$ cat src/design/pts_pkg.sv
// Package for the priority thread scheduler: sizes, request and status codes,
// slot states and the sequencer state type. No dependencies.
package pts_pkg;
	localparam int MAX_THREADS_DEF = 16;
	localparam int PRIO_BITS_DEF = 8;
	localparam int TICK_BITS_DEF = 32;

	typedef enum logic [1:0] {
		REQ_CREATE = 2'd0,
		REQ_SCHEDULE = 2'd1,
		REQ_SLEEP = 2'd2,
		REQ_TICK = 2'd3
	} req_t;

	typedef enum logic [1:0] {
		STAT_OK = 2'd0,
		STAT_FULL = 2'd1,
		STAT_NO_READY = 2'd2,
		STAT_NOT_RUNNING = 2'd3
	} stat_t;

	typedef enum logic [1:0] {
		SL_IDLE = 2'd0,
		SL_READY = 2'd1,
		SL_RUNNING = 2'd2,
		SL_BLOCKED = 2'd3
	} slot_state_t;

	typedef enum logic [2:0] {
		ST_WAIT,
		ST_INS_FIND,
		ST_INS_SHIFT,
		ST_POP,
		ST_TICK,
		ST_DONE
	} seq_state_t;
endpackage

$ cat src/design/priority_thread_scheduler.sv
// Top level of the priority thread scheduler: slot tables, ready order and a
// sequencer that walks them one entry a cycle. Depends on pts_pkg.
//
// channel | dir | handshake           | payload
// s_axis  | in  | s_axis_tvalid/tready| tdata: req_type, priority_req, sleep_ticks
// m_axis  | out | m_axis_tvalid/tready| tdata: status .. woken_count
//
// Create: when a slot is free, a compare walk, a shift walk, then the finish step.
// Schedule: an insertion walk when the running thread is not blocked, then the pop shift walk.
// Tick: one slot per cycle, N slots, each wake may add an insertion walk.
// Sleep: no walk, straight to the finish step. N is MAX_THREADS; a single compare/shift unit serves every walk.
// Reset restores slot 0 as the ready idle thread at once. Input is not taken
// while a word is in work or the result word waits on the output.
module priority_thread_scheduler #(
	parameter int MAX_THREADS = pts_pkg::MAX_THREADS_DEF,
	parameter int PRIO_BITS = pts_pkg::PRIO_BITS_DEF,
	parameter int TICK_BITS = pts_pkg::TICK_BITS_DEF
) (
	input logic clk,
	input logic arst_n,
	input logic s_axis_tvalid,
	output logic s_axis_tready,
	// [1:0] req_type, [9:2] priority_req, [41:10] sleep_ticks, zero fill
	input logic [47:0] s_axis_tdata,
	output logic m_axis_tvalid,
	input logic m_axis_tready,
	// [1:0] status, [5:2] new_thread, [9:6] prev_thread, [13:10] next_thread,
	// [14] switch_now, [19:15] woken_count, zero fill
	output logic [23:0] m_axis_tdata
);
	localparam int SW = $clog2(MAX_THREADS);
	localparam int LW = $clog2(MAX_THREADS + 1);
	localparam int PW = (PRIO_BITS < 8) ? PRIO_BITS : 8;
	localparam int TW = (TICK_BITS < 32) ? TICK_BITS : 32;

	pts_pkg::seq_state_t state_q, state_d;

	logic [PRIO_BITS-1:0] prio_q [MAX_THREADS];
	pts_pkg::slot_state_t sst_q [MAX_THREADS];
	logic [TICK_BITS-1:0] wake_q [MAX_THREADS];
	logic [SW-1:0] order_q [MAX_THREADS];
	logic [LW-1:0] len_q;
	logic [SW-1:0] run_q;
	logic run_vld_q;
	logic [LW-1:0] free_q;

	// Per-request working registers.
	pts_pkg::req_t req_q;
	logic [SW-1:0] ins_slot_q;
	logic [LW-1:0] pos_q;
	logic [LW-1:0] idx_q;
	logic [SW-1:0] tick_i_q;
	logic [1:0] stat_q;
	logic [3:0] new_q, prev_q, next_q;
	logic sw_q;
	logic [4:0] woken_q;
	logic out_vld_q;

	logic [PRIO_BITS-1:0] in_prio;
	logic [TICK_BITS-1:0] in_ticks;
	logic [TICK_BITS-1:0] wdec;
	logic tick_last;

	assign in_prio = PRIO_BITS'(s_axis_tdata[2 +: PW]);
	assign in_ticks = TICK_BITS'(s_axis_tdata[10 +: TW]);
	assign s_axis_tready = (state_q == pts_pkg::ST_WAIT) && !out_vld_q;
	assign m_axis_tvalid = out_vld_q;
	assign m_axis_tdata = {4'd0, woken_q, sw_q, next_q, prev_q, new_q, stat_q};
	assign wdec = wake_q[tick_i_q] - TICK_BITS'(1);
	assign tick_last = (tick_i_q == SW'(MAX_THREADS - 1));

	// Sequencer state register.
	always_ff @(posedge clk or negedge arst_n) begin
		if (!arst_n) begin
			state_q <= pts_pkg::ST_WAIT;
		end else begin
			state_q <= state_d;
		end
	end

	// Next state from the current step of the walk.
	always_comb begin
		state_d = state_q;
		case (state_q)
			pts_pkg::ST_WAIT: begin
				if (s_axis_tvalid && s_axis_tready) begin
					case (pts_pkg::req_t'(s_axis_tdata[1:0]))
						pts_pkg::REQ_CREATE: begin
							state_d = (free_q >= LW'(MAX_THREADS)) ? pts_pkg::ST_DONE
								: pts_pkg::ST_INS_FIND;
						end
						pts_pkg::REQ_SCHEDULE: begin
							if (run_vld_q && sst_q[run_q] != pts_pkg::SL_BLOCKED) begin
								state_d = pts_pkg::ST_INS_FIND;
							end else begin
								state_d = pts_pkg::ST_POP;
							end
						end
						pts_pkg::REQ_TICK: state_d = pts_pkg::ST_TICK;
						default: state_d = pts_pkg::ST_DONE;
					endcase
				end
			end
			pts_pkg::ST_INS_FIND: begin
				if (len_q >= LW'(MAX_THREADS)) begin
					state_d = (req_q == pts_pkg::REQ_SCHEDULE) ? pts_pkg::ST_POP
						: (req_q == pts_pkg::REQ_TICK && !tick_last) ? pts_pkg::ST_TICK
						: pts_pkg::ST_DONE;
				end else if (!(pos_q < len_q && prio_q[order_q[pos_q[SW-1:0]]]
						> prio_q[ins_slot_q])) begin
					state_d = pts_pkg::ST_INS_SHIFT;
				end
			end
			pts_pkg::ST_INS_SHIFT: begin
				if (idx_q <= pos_q) begin
					state_d = (req_q == pts_pkg::REQ_SCHEDULE) ? pts_pkg::ST_POP
						: (req_q == pts_pkg::REQ_TICK && !tick_last) ? pts_pkg::ST_TICK
						: pts_pkg::ST_DONE;
				end
			end
			pts_pkg::ST_POP: begin
				if (len_q == '0 || idx_q + LW'(1) >= len_q) begin
					state_d = pts_pkg::ST_DONE;
				end
			end
			pts_pkg::ST_TICK: begin
				if (wake_q[tick_i_q] != '0 && wdec == '0
						&& sst_q[tick_i_q] == pts_pkg::SL_BLOCKED
						&& !(run_vld_q && run_q == tick_i_q)) begin
					state_d = pts_pkg::ST_INS_FIND;
				end else if (tick_last) begin
					state_d = pts_pkg::ST_DONE;
				end
			end
			pts_pkg::ST_DONE: state_d = pts_pkg::ST_WAIT;
			default: state_d = pts_pkg::ST_WAIT;
		endcase
	end

	// Control registers and tables, one step of work per cycle.
	always_ff @(posedge clk or negedge arst_n) begin
		if (!arst_n) begin
			for (int i = 0; i < MAX_THREADS; i++) begin
				prio_q[i] <= '0;
				sst_q[i] <= (i == 0) ? pts_pkg::SL_READY : pts_pkg::SL_IDLE;
				wake_q[i] <= '0;
				order_q[i] <= '0;
			end
			len_q <= LW'(1);
			run_q <= '0;
			run_vld_q <= 1'b0;
			free_q <= LW'(1);
			out_vld_q <= 1'b0;
			req_q <= pts_pkg::REQ_CREATE;
			ins_slot_q <= '0;
			pos_q <= '0;
			idx_q <= '0;
			tick_i_q <= '0;
			stat_q <= pts_pkg::STAT_OK;
			new_q <= '0;
			prev_q <= '0;
			next_q <= '0;
			sw_q <= 1'b0;
			woken_q <= '0;
		end else begin
			if (out_vld_q && m_axis_tready) begin
				out_vld_q <= 1'b0;
			end
			case (state_q)
				pts_pkg::ST_WAIT: begin
					if (s_axis_tvalid && s_axis_tready) begin
						req_q <= pts_pkg::req_t'(s_axis_tdata[1:0]);
						stat_q <= pts_pkg::STAT_OK;
						new_q <= '0;
						prev_q <= '0;
						next_q <= '0;
						sw_q <= 1'b0;
						woken_q <= '0;
						pos_q <= '0;
						idx_q <= '0;
						tick_i_q <= '0;
						case (pts_pkg::req_t'(s_axis_tdata[1:0]))
							pts_pkg::REQ_CREATE: begin
								if (free_q >= LW'(MAX_THREADS)) begin
									stat_q <= pts_pkg::STAT_FULL;
								end else begin
									prio_q[free_q[SW-1:0]] <= in_prio;
									ins_slot_q <= free_q[SW-1:0];
									new_q <= 4'(free_q);
									free_q <= free_q + LW'(1);
								end
							end
							pts_pkg::REQ_SCHEDULE: begin
								if (run_vld_q) begin
									prev_q <= 4'(run_q);
									ins_slot_q <= run_q;
									run_vld_q <= 1'b0;
								end
							end
							pts_pkg::REQ_SLEEP: begin
								if (!run_vld_q) begin
									stat_q <= pts_pkg::STAT_NOT_RUNNING;
								end else if (in_ticks != '0) begin
									sst_q[run_q] <= pts_pkg::SL_BLOCKED;
									wake_q[run_q] <= in_ticks;
								end
							end
							default: ;
						endcase
					end
				end
				// Compare walk: find first entry not above the new priority.
				pts_pkg::ST_INS_FIND: begin
					if (len_q < LW'(MAX_THREADS)) begin
						if (pos_q < len_q
								&& prio_q[order_q[pos_q[SW-1:0]]] > prio_q[ins_slot_q]) begin
							pos_q <= pos_q + LW'(1);
						end else begin
							idx_q <= len_q;
						end
					end
				end
				// Shift walk: move entries up one, then drop in the slot.
				pts_pkg::ST_INS_SHIFT: begin
					if (idx_q > pos_q) begin
						order_q[idx_q[SW-1:0]] <= order_q[idx_q[SW-1:0] - SW'(1)];
						idx_q <= idx_q - LW'(1);
					end else begin
						order_q[pos_q[SW-1:0]] <= ins_slot_q;
						len_q <= len_q + LW'(1);
						sst_q[ins_slot_q] <= pts_pkg::SL_READY;
						if (req_q == pts_pkg::REQ_TICK) begin
							if (woken_q != 5'd31) woken_q <= woken_q + 5'd1;
							tick_i_q <= tick_i_q + SW'(1);
						end
						pos_q <= '0;
						idx_q <= '0;
					end
					if (req_q == pts_pkg::REQ_TICK && len_q >= LW'(MAX_THREADS)) begin
						tick_i_q <= tick_i_q + SW'(1);
					end
				end
				// Pop walk: take the head, then close the gap.
				pts_pkg::ST_POP: begin
					if (len_q == '0) begin
						stat_q <= pts_pkg::STAT_NO_READY;
					end else begin
						if (idx_q == '0) begin
							run_q <= order_q[0];
							run_vld_q <= 1'b1;
							next_q <= 4'(order_q[0]);
							sw_q <= 1'b1;
							sst_q[order_q[0]] <= pts_pkg::SL_RUNNING;
						end
						if (idx_q + LW'(1) < len_q) begin
							order_q[idx_q[SW-1:0]] <= order_q[idx_q[SW-1:0] + SW'(1)];
							idx_q <= idx_q + LW'(1);
						end else begin
							len_q <= len_q - LW'(1);
						end
					end
				end
				// Timer walk: one slot per cycle, paused while a woken slot is inserted.
				pts_pkg::ST_TICK: begin
					if (wake_q[tick_i_q] != '0) begin
						wake_q[tick_i_q] <= wdec;
					end
					if (wake_q[tick_i_q] != '0 && wdec == '0
							&& sst_q[tick_i_q] == pts_pkg::SL_BLOCKED) begin
						if (run_vld_q && run_q == tick_i_q) begin
							sst_q[tick_i_q] <= pts_pkg::SL_RUNNING;
							tick_i_q <= tick_i_q + SW'(1);
						end else begin
							ins_slot_q <= tick_i_q;
							pos_q <= '0;
						end
					end else begin
						tick_i_q <= tick_i_q + SW'(1);
					end
				end
				pts_pkg::ST_DONE: out_vld_q <= 1'b1;
				default: ;
			endcase
		end
	end
endmodule

$ cat config.mk
export PLATFORM = sky130hd
export DESIGN_NAME = priority_thread_scheduler
export DESIGN_NICKNAME = d
export VERILOG_FILES = /design/src/design/pts_pkg.sv /design/src/design/priority_thread_scheduler.sv
export SDC_FILE = /design/constraint.sdc
export NUM_CORES = 2
export LEC_CHECK = 0
export ABC_AREA = 1
export BUFFER_PORTS_ARGS = -buffer_cell sky130_fd_sc_hd__buf_2
export CORE_MARGIN = 2
export CORE_UTILIZATION = 57
export DETAILED_ROUTE_END_ITERATION = 16
export PLACE_DENSITY = 0.81
export SLEW_MARGIN = 20
export SYNTH_ARGS = -nofsm -noshare
export SYNTH_HDL_FRONTEND = slang
export SYNTH_SLANG_ARGS = --single-unit
$ cat constraint.sdc
create_clock -name clk -period 10.4 [get_ports clk]
set_input_delay 2.6 -clock clk [delete_from_list [all_inputs] [get_ports clk]]
set_output_delay 2.6 -clock clk [all_outputs]
set_load 0.01 [all_outputs]
Yosys cells after proc, flatten, opt, wreduce, memory -nomap -nowiden
Cells that the tools add are included.

Bits in registers: 795. Output and inout port bits: 26. Word-level logic and storage cells: 377.

$add $sub $neg: 11. $lt $le $gt $ge: 26. Eq/ne operators: 45. Multiplexer cells: 138. Bitwise gates (word level): 22. Reductions and logical operators: 54.

Operators by type and width (number): 512-bit two-way mux (5); 512-bit bitwise mux (2); 512-bit case mux with 2 select lines (1); 32-bit two-way mux (13); 32-bit demux with 4-bit select (2); 64-bit bitwise mux (3); 64-bit two-way mux (3); 32-bit binary-select mux with 4-bit select (1); 128-bit bitwise mux (1); 32-bit case mux with 4 select lines (1); 64-bit case mux with 2 select lines (1); 4-bit two-way mux (25); 5-bit two-way mux (17); 8-bit binary-select mux with 4-bit select (2); 32-bit nonzero test (2); 5-bit >= comparator, second input constant (12); 4-bit NOT with 5-bit output (10); 16-bit AND (3); 4-bit binary-select mux with 4-bit select (3); 16-bit NOT (3); 16-bit bitwise OR (3); 8-bit two-way mux (5); 5-bit case mux with 4 select lines (2); 2-bit != test, second input constant (19); other kinds (56) (157).

Longest topological paths before layout
Word-level depth: 13. Gate-level depth with buffers: 28.

Worst setup path after synthesis
Ideal clock, no wire load.

Path kind: register to register. From: register pos_q[0]. To: register pos_q[4]. Setup time: 0.118 ns. Arrival time: 4.307 ns. Data required time: 10.282 ns. Setup slack: 5.975 ns. Stages on the path, launching flop included: 27. Buffers on the path: 4. Period minus slack after synthesis: 4.425 ns. Path through: dfrtp_1 > clkbuf_1 > inv_1 > clkbuf_1 > o21ai_0 > a21oi_1 > nor4_1 > clkbuf_1 > buf_2 > mux2i_1 > nand2_1 > nand3_1 > nand3_1 > nand2_1 > inv_1 > ha_1 > nand2_1 > inv_1 > nand2_1 > nor3_1 > nor4_1 > nand2_1 > nand3_1 > nand4_1 > a21oi_2 > or2_2 > nand2_1.

Word-level cells in the longest chain between the ends: 12. Elaborated cells on any way between the ends: 19. Those cells by class: 1 x add/sub; 3 x order compare; 2 x eq/ne; 9 x mux; 2 x bitwise; 2 x reduce/logical.

Ends and longest elaborated chain: start, declared (RTL line priority_thread_scheduler.sv:50) `logic [LW-1:0] pos_q;`; start signal, assigned (RTL line priority_thread_scheduler.sv:217) `pos_q <= pos_q + LW'(1);`; 4-bit NOT with 5-bit output (implied by the code) (RTL line priority_thread_scheduler.sv:216) `&& prio_q[order_q[pos_q[SW-1:0]]] > prio_q[ins_slot_q]) begin`; 4-bit binary-select mux with 4-bit select (RTL line priority_thread_scheduler.sv:216); 4-bit two-way mux (implied by the code) (2 in a row) (RTL line priority_thread_scheduler.sv:216); 4-bit NOT with 5-bit output (implied by the code) (RTL line priority_thread_scheduler.sv:216); 8-bit binary-select mux with 4-bit select (RTL line priority_thread_scheduler.sv:216); 8-bit two-way mux (implied by the code) (2 in a row) (RTL line priority_thread_scheduler.sv:216); 8-bit greater-than comparator (RTL line priority_thread_scheduler.sv:216); 1-bit logical AND (RTL line priority_thread_scheduler.sv:216); 2-bit != test (no line); 7-bit AND reduction (no line).

Several ways; a longest one is shown, not always the timed one. The select of a mux whose other input is x is not followed. A chain may end at the register's enable or synchronous reset.

Final worst setup path
From: register tick_i_q[0]. To: register wake_q[190] in the netlist's numbering.

Word-level cells in the longest chain between the ends: 8. Elaborated cells on any way between the ends: 16. Those cells by class: 1 x add/sub; 2 x order compare; 1 x eq/ne; 8 x mux; 1 x bitwise; 3 x reduce/logical.

Ends and longest elaborated chain: start, declared (RTL line priority_thread_scheduler.sv:52) `logic [SW-1:0] tick_i_q;`; start signal, assigned (RTL line priority_thread_scheduler.sv:234) `tick_i_q <= tick_i_q + SW'(1);`; start signal, assigned (RTL line priority_thread_scheduler.sv:240) `tick_i_q <= tick_i_q + SW'(1);`; start signal, assigned (RTL line priority_thread_scheduler.sv:272) `tick_i_q <= tick_i_q + SW'(1);`; 4-bit NOT with 5-bit output (implied by the code) * (RTL line priority_thread_scheduler.sv:69, priority_thread_scheduler.sv:265, priority_thread_scheduler.sv:266); 32-bit binary-select mux with 4-bit select (tied with other cells) (RTL line priority_thread_scheduler.sv:69, priority_thread_scheduler.sv:265); 32-bit two-way mux (implied by the code) or 1-bit logical AND (tied branches) (RTL line priority_thread_scheduler.sv:69, priority_thread_scheduler.sv:265, priority_thread_scheduler.sv:266); 32-bit two-way mux (on tied branches) (RTL line priority_thread_scheduler.sv:69, priority_thread_scheduler.sv:265, priority_thread_scheduler.sv:266); 32-bit by 1-bit subtractor with 32-bit output or 32-bit demux with 4-bit select (tied branches) (RTL line priority_thread_scheduler.sv:69, priority_thread_scheduler.sv:266); 512-bit bitwise mux (RTL line priority_thread_scheduler.sv:266) `wake_q[tick_i_q] <= wdec;`; 512-bit two-way mux (RTL line priority_thread_scheduler.sv:265) `if (wake_q[tick_i_q] != '0) begin`; 512-bit case mux with 2 select lines (RTL line priority_thread_scheduler.sv:169) `case (state_q)`; end signal, assigned by index (RTL line priority_thread_scheduler.sv:205) `wake_q[run_q] <= in_ticks;`; end signal, assigned by index (RTL line priority_thread_scheduler.sv:266); end, declared (RTL line priority_thread_scheduler.sv:40) `logic [TICK_BITS-1:0] wake_q [MAX_THREADS];`.

Mark *: on every way between the ends. The rest lies on a longest branch, timed or not. The select of a mux whose other input is x is not followed.

==> impl_results.html <==
<table>
<tr><th>Metric</th><th>Value</th></tr>
<tr><th colspan="2">Floorplan</th></tr>
<tr><td>Die Area</td><td>0.08889 mm^2</td></tr>
<tr><td>Height of the chip</td><td>298.2 um</td></tr>
<tr><td>Die width</td><td>roughly 300 um</td></tr>
<tr><td>Number of core rows</td><td>107</td></tr>
<tr><td>Starting density of the core</td><td>0.5774</td></tr>
<tr><td>IO Count</td><td>78</td></tr>
<tr><td>Core Footprint</td><td>around 0.085 mm^2</td></tr>
<tr><th colspan="2">Detailed routing</th></tr>
<tr><td>Routed Antenna Nets</td><td>0</td></tr>
<tr><td>Post-DR wirelength/cell</td><td>22.66 um</td></tr>
<tr><td>Post-route DRC</td><td>0</td></tr>
<tr><td>Number of detailed-route iterations in the first pass</td><td>10</td></tr>
<tr><td>Vias after detailed routing</td><td>about 52k</td></tr>
<tr><td>Sum of routed wire length over all layers</td><td>185300 um</td></tr>
<tr><td>Drt initial violations</td><td>8320</td></tr>
<tr><td>Vias/cell</td><td>roughly 6.4</td></tr>
<tr><th colspan="2">Clock tree</th></tr>
<tr><td>Cts hold-fix bufs</td><td>0</td></tr>
<tr><td># Post-CTS Setup Buffers</td><td>0</td></tr>
<tr><td>Quantity of gates resized following cts</td><td>0</td></tr>
<tr><td>Maximum buffer depth of the clock tree</td><td>3</td></tr>
<tr><td>Root Driver</td><td>sky130_fd_sc_hd__clkbuf_16</td></tr>
<tr><td>Insertion delay of the later-clocked pin in the worst-skew pair</td><td>about 0.71 ns</td></tr>
<tr><td>TritonCTS clock tree</td><td>built</td></tr>
<tr><td>Clock-pin slew on the worst setup and hold paths</td><td>0.06 ns</td></tr>
<tr><td>H-tree Lvls</td><td>3</td></tr>
<tr><td>Total clock buffers created by CTS</td><td>89</td></tr>
<tr><td>Sinks on Clock Net</td><td>795</td></tr>
<tr><th colspan="2">Cells and area</th></tr>
<tr><td>Layout cell share with drive strength beyond 1</td><td>0.05817</td></tr>
<tr><td>Post-layout net count</td><td>7055</td></tr>
<tr><td>Synth-to-layout area growth</td><td>7.294%</td></tr>
<tr><td>Total non-filler cell area in the finished layout</td><td>0.05292 mm^2</td></tr>
<tr><th colspan="2">Worst setup path</th></tr>
<tr><td>CP max FO</td><td>87</td></tr>
<tr><td>Worst path top cell family by delay</td><td>buffers and inverters</td></tr>
<tr><td>R2R depth</td><td>21</td></tr>
<tr><td>Library cell contributing the largest single delay on the critical path</td><td>sky130_fd_sc_hd__buf_4</td></tr>
<tr><td>CP dominant cell by count</td><td>sky130_fd_sc_hd__nand2_1</td></tr>
<tr><td>Path length in cells of the critical path</td><td>21</td></tr>
<tr><td>CP Data Required Time</td><td>10.93 ns</td></tr>
<tr><td>Critical path, cell by cell</td><td>buf_4 &gt; buf_4 &gt; buf_4 &gt; nand2_1 &gt; nand3_1 &gt; nand2_1 &gt; nand2_1 &gt; nand2_1 &gt; nor2_1 &gt; nand2_1 &gt; nor2_2 &gt; nand2_2 &gt; inv_1 &gt; nand4_1 &gt; nand3b_1 &gt; nand2_1 &gt; buf_4 &gt; nor2_4 &gt; buf_4 &gt; inv_1 &gt; o21ai_0</td></tr>
<tr><td>Arrival time at the worst endpoint</td><td>7.66 ns</td></tr>
<tr><td>Category of the worst setup path capture point</td><td>register</td></tr>
<tr><td>Buf/Inv on CP</td><td>7</td></tr>
<tr><td>Launching element type of the critical path</td><td>register</td></tr>
<tr><td>Delay of the slowest critical-path stage</td><td>0.93 ns</td></tr>
<tr><td>Setup CP Type</td><td>reg2reg</td></tr>
<tr><th colspan="2">Global route</th></tr>
<tr><td>GR Overflow Total</td><td>0</td></tr>
<tr><td>First-pass GRT wire length</td><td>281500 um</td></tr>
<tr><td>Maximum number of pins on one net before global-route repair</td><td>between 150 and 200</td></tr>
<tr><td>Number of global-route vias before repair</td><td>around 49k</td></tr>
<tr><td>Overall global routing resource usage</td><td>0.4064</td></tr>
<tr><td>Number of antenna violations at the first check in global routing</td><td>5</td></tr>
<tr><th colspan="2">STA</th></tr>
<tr><td>Final critical path time including I/O delays and setup</td><td>7.130 ns</td></tr>
<tr><td>Endpoints failing setup</td><td>0</td></tr>
<tr><td>Number of endpoints with negative hold slack in the final report</td><td>0</td></tr>
<tr><td>Relative slew margins</td><td>0.2113</td></tr>
<tr><td>Setup Total Neg Slack</td><td>0 ns</td></tr>
<tr><td>Setup clock skew after layout</td><td>0.02381 ns</td></tr>
<tr><td>Fin crit share</td><td>0.6856</td></tr>
<tr><td>Least-Margin Pin Slew</td><td>1.182 ns</td></tr>
<tr><td>Fmax achieved</td><td>140.3 MHz</td></tr>
<tr><td>Final Slew Violations</td><td>0</td></tr>
<tr><td>RSZ-0062 raised after global routing</td><td>false</td></tr>
<tr><th colspan="2">Yosys</th></tr>
<tr><td>Flop and latch count out of synthesis</td><td>795</td></tr>
<tr><td>Sequential share of the synthesized area</td><td>0.4034</td></tr>
<tr><td>Post-Synthesis Cell Area</td><td>0.04932 mm^2</td></tr>
<tr><td>Most used flip-flop cell after synthesis</td><td>sky130_fd_sc_hd__dfrtp_1</td></tr>
<tr><td>Fraction of synthesis flops using an asynchronous set or reset pin</td><td>1.000</td></tr>
<tr><td>Number of instances in the synthesized netlist</td><td>~7.2k</td></tr>
<tr><td>Post-synth EDFFs</td><td>0</td></tr>
<tr><td>Yosys warns</td><td>0</td></tr>
<tr><td>Post-synthesis area per instance</td><td>6.859 um^2</td></tr>
<tr><td>Post-synthesis cell type count</td><td>59</td></tr>
<tr><th colspan="2">Power</th></tr>
<tr><td>Fraction of power spent switching nets</td><td>0.5113</td></tr>
<tr><td>Leak pwr</td><td>24.37 nW</td></tr>
<tr><td>Part of the total power dissipated in sequential elements</td><td>0.258</td></tr>
<tr><td>Clk pwr share</td><td>0.205</td></tr>
<tr><td>Sw Pwr</td><td>0.008426 W</td></tr>
<tr><td>Largest vdd supply drop</td><td>roughly 0.37 mV</td></tr>
<tr><td>Power Internal</td><td>slightly above 0.008 W</td></tr>
<tr><td>Total chip power</td><td>roughly 0.016 W</td></tr>
<tr><td>Relative contribution of combinational cells to total power</td><td>0.537</td></tr>
<tr><td>Cell Pwr Density</td><td>311.4 mW/mm^2</td></tr>
<tr><th colspan="2">Placement</th></tr>
<tr><td>I/O Buffers</td><td>67</td></tr>
<tr><td>Placer congestion estimate</td><td>1.018</td></tr>
<tr><td>Placed standard-cell area</td><td>0.04980 mm^2</td></tr>
<tr><td>Estimated wirelength of the detail-placed design</td><td>107400 um</td></tr>
<tr><th colspan="2">Worst hold path</th></tr>
<tr><td>Cell depth of the worst min-delay path</td><td>2</td></tr>
<tr><td>Worst min path class</td><td>reg2reg</td></tr>
<tr><th colspan="2">Status</th></tr>
<tr><td>Result of the run</td><td>finished clean</td></tr>
<tr><th colspan="2">Job</th></tr>
<tr><td>Number of max-cap violations</td><td>0</td></tr>
</table>
## area by class of cell
| class | instances | area [um^2] |
|---|---|---|
| inverter | 873 | 3287 |
| fill | 7684 | 32500 |
| tap | 1144 | 1431 |
| clock inverter | 42 | 565.5 |
| antenna | 3 | 7.507 |
| timing repair buffer | 161 | 1109 |
| multi-input combinational | 5037 | 24100 |
| clock buffer | 123 | 2515 |
| sequential | 795 | 19910 |
## registers in the layout, summed over array words and instances, names as in the netlist, 5 cells and up
| signal | flops |
|---|---|
| prio_q | 128 |
| len_q | 5 |
| order_q | 64 |
| woken_q | 5 |
| sst_q | 32 |
| wake_q | 512 |
| idx_q | 5 |
| free_q | 5 |
| pos_q | 5 |
## power groups by stage
stage               Clock, W  Sequential (W)  Combinational (W)
floorplan                  0         0.00416            0.00585
global placement           0         0.00425            0.00824
detailed placement         0         0.00428            0.00838
CTS                  0.00337         0.00423            0.00843
global route         0.00350         0.00431            0.00946
finish               0.00338         0.00424            0.00886
## metrics by stage
stage               worst slack (ns)  utilization  hold WS, ns  cells
finish                         3.270       0.6195       0.4683   8178
global route                   3.083       0.6195       0.4907   8176
CTS                            3.648       0.6191       0.4683   8174
detailed placement             3.479       0.5831       0.4533   8009
global placement               3.530       0.5831       0.4490   8009
floorplan                      5.975            -       0.4366   7193
## cell usage in the layout, fill, tap and decap left out, types with 89 or more instances in the layout
| cell type | Yosys | final |
|---|---|---|
| sky130_fd_sc_hd__buf_4 | 35 | 90 |
| sky130_fd_sc_hd__o22ai_1 | 570 | 570 |
| sky130_fd_sc_hd__clkbuf_16 | 0 | 89 |
| sky130_fd_sc_hd__dfrtp_1 | 792 | 789 |
| sky130_fd_sc_hd__nand2_1 | 2145 | 2142 |
| sky130_fd_sc_hd__nor2_1 | 520 | 502 |
| sky130_fd_sc_hd__inv_1 | 847 | 838 |
| sky130_fd_sc_hd__a21oi_1 | 149 | 148 |
| sky130_fd_sc_hd__o21ai_0 | 945 | 944 |
| sky130_fd_sc_hd__nand3_1 | 290 | 290 |
## final timing paths
path                        startpoint     endpoint  slack [ns]
hold reg to reg            wake_q[477]  wake_q[477]        0.47
hold / removal             wake_q[477]  wake_q[477]        0.47
min in group asynchronous       arst_n  wake_q[264]        1.98
setup reg to reg           tick_i_q[0]  wake_q[190]        3.27
max in group asynchronous       arst_n    prio_q[1]        6.48
setup / recovery           tick_i_q[0]  wake_q[190]        3.27
## metal layers
metal / global-route usage / vias up / part of all wire
met5: 0 / - / 0.00023
met4: 0.2397 / 6 / 0.068
met3: 0.1252 / 939 / 0.16
met2: 0.5848 / 4210 / 0.41
met1: 0.5393 / 23880 / 0.36
li1: - / 23160 / -
## cell usage after synthesis, types with 9 or more instances
library cell	instances	share of area
sky130_fd_sc_hd__nand2_1	2145	0.16
sky130_fd_sc_hd__o21ai_0	945	0.096
sky130_fd_sc_hd__inv_1	847	0.064
sky130_fd_sc_hd__dfrtp_1	792	0.40
sky130_fd_sc_hd__o22ai_1	570	0.072
sky130_fd_sc_hd__nor2_1	520	0.040
sky130_fd_sc_hd__clkbuf_1	322	0.025
sky130_fd_sc_hd__nand3_1	290	0.029
sky130_fd_sc_hd__a21oi_1	149	0.015
sky130_fd_sc_hd__buf_2	86	0.0087
sky130_fd_sc_hd__ha_1	45	0.011
sky130_fd_sc_hd__o211ai_1	38	0.0058
sky130_fd_sc_hd__buf_4	35	0.0053
sky130_fd_sc_hd__o221ai_1	33	0.0059
sky130_fd_sc_hd__a41oi_1	30	0.0053
sky130_fd_sc_hd__a22oi_1	29	0.0044
sky130_fd_sc_hd__nand4_1	27	0.0034
sky130_fd_sc_hd__buf_1	25	0.0019
sky130_fd_sc_hd__nor3_1	24	0.0024
sky130_fd_sc_hd__mux2i_1	22	0.0045
sky130_fd_sc_hd__buf_6	19	0.0043
sky130_fd_sc_hd__a211oi_1	18	0.0027
sky130_fd_sc_hd__clkinv_1	16	0.0012
sky130_fd_sc_hd__nor2_2	15	0.0019
sky130_fd_sc_hd__a221oi_1	13	0.0023
sky130_fd_sc_hd__xor2_1	13	0.0023
sky130_fd_sc_hd__nor4_1	12	0.0015
sky130_fd_sc_hd__mux2_2	11	0.0025
sky130_fd_sc_hd__o21ai_1	11	0.0011
sky130_fd_sc_hd__o21ai_2	10	0.0018
sky130_fd_sc_hd__o21bai_1	10	0.0015
sky130_fd_sc_hd__inv_2	9	0.00068
## worst min-delay path: cells and delay by family, from the launching register on
family           cells  cell delay [ns]
flip-flops           1             0.33
AND/OR/NAND/NOR      2             0.10
## cells by family (layout without fill, tap and decap cells)
group,Yosys count,count (layout),share of synthesized area
AOI/OAI and AO/OA,1880,1880,0.2183
xor gates and xnor gates,15,15,0.002664
adders and majority gates,46,46,0.01182
buffers and inverters,1361,1199,0.1114
DFF,795,795,0.4034
muxes,33,33,0.006977
other,1,7,0.00007603
and+or+nand+nor,3059,3059,0.2453
(Power assumes the default switching activity.)
